**src/rtl/core/nva_pkg.sv**
```systemverilog
`timescale 1ns / 1ps
// ----------------------------------------------------------------------------
// nva_pkg
// Shared constants, codes and controller/datapath interface types for the
// note voice allocator.
// ----------------------------------------------------------------------------
package nva_pkg;

    localparam int ENTITY_COUNT      = 16;
    localparam int VOICES_PER_ENTITY = 8;
    localparam int SLOT_COUNT        = ENTITY_COUNT * VOICES_PER_ENTITY;

    localparam int SLOT_W  = (SLOT_COUNT > 1) ? $clog2(SLOT_COUNT) : 1;
    localparam int ENT_IW  = (ENTITY_COUNT > 1) ? $clog2(ENTITY_COUNT) : 1;
    localparam int SUB_W   = (VOICES_PER_ENTITY > 1) ? $clog2(VOICES_PER_ENTITY) : 1;
    localparam int CNT_W   = $clog2(VOICES_PER_ENTITY + 1);
    localparam int VIC_W   = $clog2(VOICES_PER_ENTITY + 2);
    localparam int MLIVE_W = $clog2(SLOT_COUNT + 1);
    localparam int CMP_W   = ((MLIVE_W > 8) ? MLIVE_W : 8) + 2;

    localparam logic [7:0]  MULTI_LIMIT_RESET = 8'd16;
    localparam logic [31:0] NS_MASK  = 32'hC000_0000;
    localparam logic [31:0] NS_EXT_A = 32'h4000_0000;
    localparam logic [31:0] NS_EXT_B = 32'h8000_0000;

    typedef enum logic [1:0] {
        CMD_START  = 2'd0,
        CMD_STOP   = 2'd1,
        CMD_RETRIG = 2'd2,
        CMD_BAD    = 2'd3
    } t_cmd_code;

    typedef enum logic [2:0] {
        K_VICTIM   = 3'd0,
        K_STARTED  = 3'd1,
        K_RETRIG   = 3'd2,
        K_STOPPED  = 3'd3,
        K_IGNORED  = 3'd4,
        K_REJECTED = 3'd5
    } t_kind;

    typedef enum logic [1:0] {
        SCAN_ID    = 2'd0,
        SCAN_OLD   = 2'd1,
        SCAN_MULTI = 2'd2
    } t_scan_mode;

    typedef enum logic [1:0] {
        SRC_ECHO   = 2'd0,
        SRC_EX     = 2'd1,
        SRC_VICTIM = 2'd2
    } t_src;

    typedef struct packed {
        logic       load;
        logic       scan_go;
        t_scan_mode scan_mode;
        logic       set_stops;
        logic       add_vic;
        logic       set_mv;
        logic       vic_rd;
        logic       vi_inc;
        logic       emit;
        t_kind      kind;
        t_src       src;
        logic       last;
        logic       kill_ex;
        logic       kill_vic;
        logic       wr_new;
        logic       wr_retrig;
    } t_dp_cmd;

    typedef struct packed {
        logic invalid;
        logic is_stop;
        logic ent_multi;
        logic scan_done;
        logic ex_found;
        logic gen_ok;
        logic stops_zero;
        logic best_vld;
        logic need_multi;
        logic free_found;
        logic any_vic;
        logic more_vic;
        logic out_free;
    } t_dp_sts;

    function automatic logic [SLOT_W-1:0] slot_of(input logic [ENT_IW-1:0] e,
                                                  input logic [SUB_W-1:0]  s);
        return SLOT_W'(int'(e) * VOICES_PER_ENTITY + int'(s));
    endfunction

endpackage

```
**src/rtl/core/nva_ctrl.sv**
```systemverilog
`timescale 1ns / 1ps
// ----------------------------------------------------------------------------
// nva_ctrl
// Sequencer for one note event: lookup, victim search, emission, commit.
// ----------------------------------------------------------------------------
module nva_ctrl
    import nva_pkg::*;
(
    input  logic    i_clk,
    input  logic    i_rst_n,
    input  logic    i_valid,
    output logic    o_stall,
    input  t_dp_sts i_sts,
    output t_dp_cmd o_cmd
);

    typedef enum logic [4:0] {
        S_IDLE, S_CHECK, S_SCAN_ID, S_DECIDE, S_OLD_NEXT, S_SCAN_OLD, S_ADDV,
        S_MCHK, S_SCAN_MUL, S_MADD, S_FREE, S_VRD, S_VEM, S_WRITE,
        S_REJ, S_IGN, S_STOP, S_RETRIG
    } t_state;

    t_state r_state, n_state;

    always_ff @(posedge i_clk) begin
        if (!i_rst_n) begin
            r_state <= S_IDLE;
        end else begin
            r_state <= n_state;
        end
    end

    assign o_stall = (r_state != S_IDLE);

    always_comb begin
        n_state = r_state;
        o_cmd   = '0;
        unique case (r_state)
            S_IDLE: begin
                if (i_valid) begin
                    o_cmd.load = 1'b1;
                    n_state    = S_CHECK;
                end
            end
            S_CHECK: begin
                if (i_sts.invalid) begin
                    n_state = S_REJ;
                end else begin
                    o_cmd.scan_go   = 1'b1;
                    o_cmd.scan_mode = SCAN_ID;
                    n_state         = S_SCAN_ID;
                end
            end
            S_SCAN_ID: begin
                if (i_sts.scan_done) n_state = S_DECIDE;
            end
            S_DECIDE: begin
                priority if (i_sts.is_stop) begin
                    n_state = (i_sts.ex_found && i_sts.gen_ok) ? S_STOP : S_IGN;
                end else if (i_sts.ex_found) begin
                    n_state = S_RETRIG;
                end else begin
                    o_cmd.set_stops = 1'b1;
                    n_state         = S_OLD_NEXT;
                end
            end
            S_OLD_NEXT: begin
                if (i_sts.stops_zero) begin
                    n_state = S_MCHK;
                end else begin
                    o_cmd.scan_go   = 1'b1;
                    o_cmd.scan_mode = SCAN_OLD;
                    n_state         = S_SCAN_OLD;
                end
            end
            S_SCAN_OLD: begin
                if (i_sts.scan_done) n_state = S_ADDV;
            end
            S_ADDV: begin
                o_cmd.add_vic = 1'b1;
                n_state       = S_OLD_NEXT;
            end
            S_MCHK: begin
                if (i_sts.ent_multi && i_sts.need_multi) begin
                    o_cmd.scan_go   = 1'b1;
                    o_cmd.scan_mode = SCAN_MULTI;
                    n_state         = S_SCAN_MUL;
                end else begin
                    n_state = S_FREE;
                end
            end
            S_SCAN_MUL: begin
                if (i_sts.scan_done) n_state = S_MADD;
            end
            S_MADD: begin
                if (i_sts.best_vld) begin
                    o_cmd.set_mv = 1'b1;
                    n_state      = S_FREE;
                end else begin
                    n_state = S_REJ;
                end
            end
            S_FREE: begin
                priority if (!i_sts.free_found) n_state = S_REJ;
                else if (i_sts.any_vic)         n_state = S_VRD;
                else                            n_state = S_WRITE;
            end
            S_VRD: begin
                o_cmd.vic_rd = 1'b1;
                n_state      = S_VEM;
            end
            S_VEM: begin
                if (i_sts.out_free) begin
                    o_cmd.emit     = 1'b1;
                    o_cmd.kind     = K_VICTIM;
                    o_cmd.src      = SRC_VICTIM;
                    o_cmd.kill_vic = 1'b1;
                    o_cmd.vi_inc   = 1'b1;
                    n_state        = i_sts.more_vic ? S_VRD : S_WRITE;
                end
            end
            S_WRITE: begin
                if (i_sts.out_free) begin
                    o_cmd.emit   = 1'b1;
                    o_cmd.kind   = K_STARTED;
                    o_cmd.src    = SRC_ECHO;
                    o_cmd.last   = 1'b1;
                    o_cmd.wr_new = 1'b1;
                    n_state      = S_IDLE;
                end
            end
            S_REJ, S_IGN: begin
                if (i_sts.out_free) begin
                    o_cmd.emit = 1'b1;
                    o_cmd.kind = (r_state == S_REJ) ? K_REJECTED : K_IGNORED;
                    o_cmd.src  = SRC_ECHO;
                    o_cmd.last = 1'b1;
                    n_state    = S_IDLE;
                end
            end
            S_STOP: begin
                if (i_sts.out_free) begin
                    o_cmd.emit    = 1'b1;
                    o_cmd.kind    = K_STOPPED;
                    o_cmd.src     = SRC_EX;
                    o_cmd.last    = 1'b1;
                    o_cmd.kill_ex = 1'b1;
                    n_state       = S_IDLE;
                end
            end
            S_RETRIG: begin
                if (i_sts.out_free) begin
                    o_cmd.emit      = 1'b1;
                    o_cmd.kind      = K_RETRIG;
                    o_cmd.src       = SRC_ECHO;
                    o_cmd.last      = 1'b1;
                    o_cmd.wr_retrig = 1'b1;
                    n_state         = S_IDLE;
                end
            end
            default: n_state = S_IDLE;
        endcase
    end

endmodule

```
**config.mk**
```make
export PLATFORM = sky130hd
export DESIGN_NAME = nva_ctrl
export DESIGN_NICKNAME = d
export VERILOG_FILES = /design/src/rtl/core/nva_pkg.sv /design/src/rtl/core/nva_ctrl.sv
export SDC_FILE = /design/constraint.sdc
export NUM_CORES = 1
export LEC_CHECK = 0
export BUFFER_PORTS_ARGS = -buffer_cell sky130_fd_sc_hd__buf_2
export CELL_PAD_IN_SITES_DETAIL_PLACEMENT = 1
export CELL_PAD_IN_SITES_GLOBAL_PLACEMENT = 1
export CORE_UTILIZATION = 28
export DETAILED_ROUTE_END_ITERATION = 10
export PLACE_DENSITY_LB_ADDON = 0.1
export SETUP_SLACK_MARGIN = 0.3
export SLEW_MARGIN = 0
export SYNTH_ARGS = -nofsm -noshare
export SYNTH_HDL_FRONTEND = slang
export SYNTH_SLANG_ARGS = --single-unit
```
**constraint.sdc**
```tcl
create_clock -name i_clk -period 1.4 [get_ports i_clk]
set_clock_uncertainty 0.05 [all_clocks]
set_input_delay 0.07 -clock i_clk [delete_from_list [all_inputs] [get_ports i_clk]]
set_output_delay 0.07 -clock i_clk [all_outputs]
set_load 0.05 [all_outputs]
```
==> results by group <==
Min path
  – Worst hold path type: in2reg
  – Hold Crit Depth: 2
  – Hold Crit Start: i_rst_n

Clock network
  – CTS Sinks: 5
  – TritonCTS clock tree: yes
  – Longest Clk Path Bufs: 2
  – Total CTS buffers: 3
  – H-tree depth: 1
  – Clock root cell: clkbuf_4
  – CTS clk-pin slew, worst paths: 0.06 ns
  – Clk Latency, worst-skew pair: 0.26 ns

Route
  – Routed vias/inst: 5.996
  – Antenna Violating Nets Remaining: 0
  – 1st-iter DRT viols: 48
  – WL/cell: around 27 um
  – # DRC: 0
  – Vias: about 1400
  – Pre-antenna DRT Iters: 4
  – Final wirelength: ~6300 um

Floorplanning
  – Starting Density: 0.2924
  – CORE AREA: 2734 um2
  – Ports: 37
  – Die X: approximately 55 um
  – Die Y: around 55 um
  – Num rows: 19
  – Die area: 3073 um2

Yosys
  – Warning count from the yosys run: 0
  – Largest cells by area after synthesis: dfxtp_1 13%, nor2_1 7.5%, and3_1 4.7%
  – Post-synth EDFFs: 0
  – Synthesized cell area: 799.5 um2
  – Avg Inst Size Synth: 7.139 um2
  – Post-synth top area cell: dfxtp_1
  – Top_reg_cell synth: dfxtp_1
  – Synthesized instance count: between 100 and 150
  – Async S/R FF share, synth: 0
  – Synthesized Nets: 128
  – Synth cell count leaders: 16 x nor2_1, 6 x and3_1, 6 x nand2_1, 6 x nor2b_1
  – Top-area cell type share of the netlist area: 0.1252
  – Post-synthesis sequential area ratio: 0.1252
  – Flops & latches, synth: 5
  – Distinct cells, synth: 42
  – Top-count cell post-synth: nor2_1

Power and ir drop
  – Leak Pwr: 0.8700 nW
  – Part of the power in registers: 0.095
  – Pwr/cell area: ~1900 nW/um2
  – Clock network fraction of total power: 0.049
  – VDD IR-drop max: 1491 uV
  – Sw frac: 0.5018
  – Switching pwr: 1.933 mW
  – Internal power: 1.919 mW
  – Gate power share: 0.856

Worst setup path
  – Crit path max-delay family: simple AND/OR/NAND/NOR gates
  – Worst endpoint required time: ~1.3 ns
  – Slowest Stage Delay on Critical Path: 0.37 ns
  – Crit start category: flip-flop
  – Critical path's most frequent cell: buf_6
  – Worst path bufs/invs: 3
  – CP max-delay cell: dfxtp_4
  – Setup crit start: r_state[2]
  – Cell Chain, Critical Path: buf_6 -> nor4b_4 -> buf_4 -> and2_4 -> nor2b_4 -> buf_6
  – CP Max Fanout: 4
  – Crit path DAT: roughly 1.7 ns
  – Crit Path Category: reg2out
  – Reg2reg start: r_state[2]
  – Reg2Reg Depth: 7
  – WP depth: 6
  – Critical path endpoint category: output port

Timing
  – Final hold violation count: 0
  – Least-Margin Pin Slew: ~0.46 ns
  – RSZ-0062 raised after global routing: yes
  – Period utilisation layout: 1.269
  – Hold_ws: 0.05973 ns
  – Final min period: 1.776 ns
  – Final Max Tran Viols: 0
  – Highest clock rate: 0.5630 GHz
  – Setup violators final: 26
  – Max-slew headroom: 0.6904
  – Final setup margin: -0.3763 ns

Place
  – DPL Wire Length: slightly below 3000 um
  – Placed cell areas: approximately 1400 um2
  – Port-buffer cells: 36
  – GPL Wtd Cong: 0.8831

Cells and area
  – FILL cells: 276
  – Antenna cells: 0
  – Most flops, register: r_state
  – Share of layout cells above drive strength 1: 0.7538
  – Area of the multi-input gates: 903.4 um2
  – P&R area growth vs syn: 153.7%
  – Largest register FFs: 5
  – Design Area, Final: 2028 um2
  – Largest registers: r_state (5)
  – Final net count: 216
  – FF+latch area: 118.9 um2

Global routing
  – First-pass GRT wire length: 7624 um
  – Largest net degree at the start of global routing: 10
  – Tot GR Track Use: 0.3263
  – Vias in the first global route: roughly 1400
  – Initial antenna violation count: 0
  – Total grt overflow: 0

Job
  – Max-cap violations: 0

Run status
  – Failing checks: setup timing
  – Status: complete, but fails checks
per-layer routing:
| layer | wire, um | global-route usage | vias to the layer above |
|---|---|---|---|
| met5 | 0 | 0 | - |
| met1 | 2503 | 0.3905 | 698 |
| met4 | 210 | 0.1036 | 0 |
| met3 | 324 | 0.05386 | 15 |
| li1 | - | - | 586 |
| met2 | 3234 | 0.5886 | 80 |
layout by cell type (no fill, tap or decap), types with 4 or more instances in the layout:
cell type  Yosys  routed
nor2_1        16       8
nor3_4         1       4
dfxtp_4        0       5
a21oi_1        5       5
nand2_1        6       4
nor2b_4        0       5
nor2_4         0       7
buf_8          0      15
o21ai_0        5       4
buf_6          2      32
buf_2          4      15
and3_4         0       4
buf_4          3      29
worst paths after layout:
path,endpoint,slack (ns)
worst min-delay path,r_state[4],0.06
worst max register to register,r_state[1],-0.36
worst min register to register,r_state[0],0.53
worst max-delay path,o_cmd[5],-0.38
repair_timing:
action / CTS / global route
hold buffers: 0 / 0
resized for setup: 88 / 26
hold endpoints to repair: 0 / 0
setup endpoints to repair: 26 / 26
buffers inserted: 9 / 11
pin swaps: 11 / 14
through the flow:
step / power [mW] / setup WS [ns] / std cells / util / setup TNS (ns)
floorplan: 1.745 / -0.3490 / 112 / - / -1.596
global placement: 2.403 / -0.2577 / 206 / 0.5240 / -2.651
detailed placement: 2.466 / -0.3659 / 206 / 0.5240 / -3.607
CTS: 3.218 / -0.3185 / 219 / 0.6705 / -4.827
global route: 3.947 / -0.4027 / 230 / 0.7419 / -7.620
finish: 3.852 / -0.3763 / 230 / 0.7419 / -6.857
area by class of cell:
type	instances	share of cell area
repair buffers	93	0.4528
clock buffers	4	0.01295
inverters	4	0.01110
multi-input cells	93	0.4454
well taps	31	0.01912
flip-flops and latches	5	0.05861
logic make-up after synthesis:
group                     share of synthesized area
AOI/OAI and AO/OA                            0.2660
xor gates and xnor gates                    0.01096
and+or+nand+nor                              0.4930
buffers and inverters                        0.1048
DFF                                          0.1252
power groups by stage:
stage          clock network, mW  registers (mW)  logic (mW)
2_1_floorplan                  0           0.233        1.51
3_3_place_gp                   0           0.306        2.10
3_5_place_dp                   0           0.312        2.15
4_1_cts                    0.176           0.342        2.70
5_1_grt                    0.200           0.369        3.38
6_report                   0.190           0.365        3.30
No activity file was read; power rests on OpenSTA's default activity.
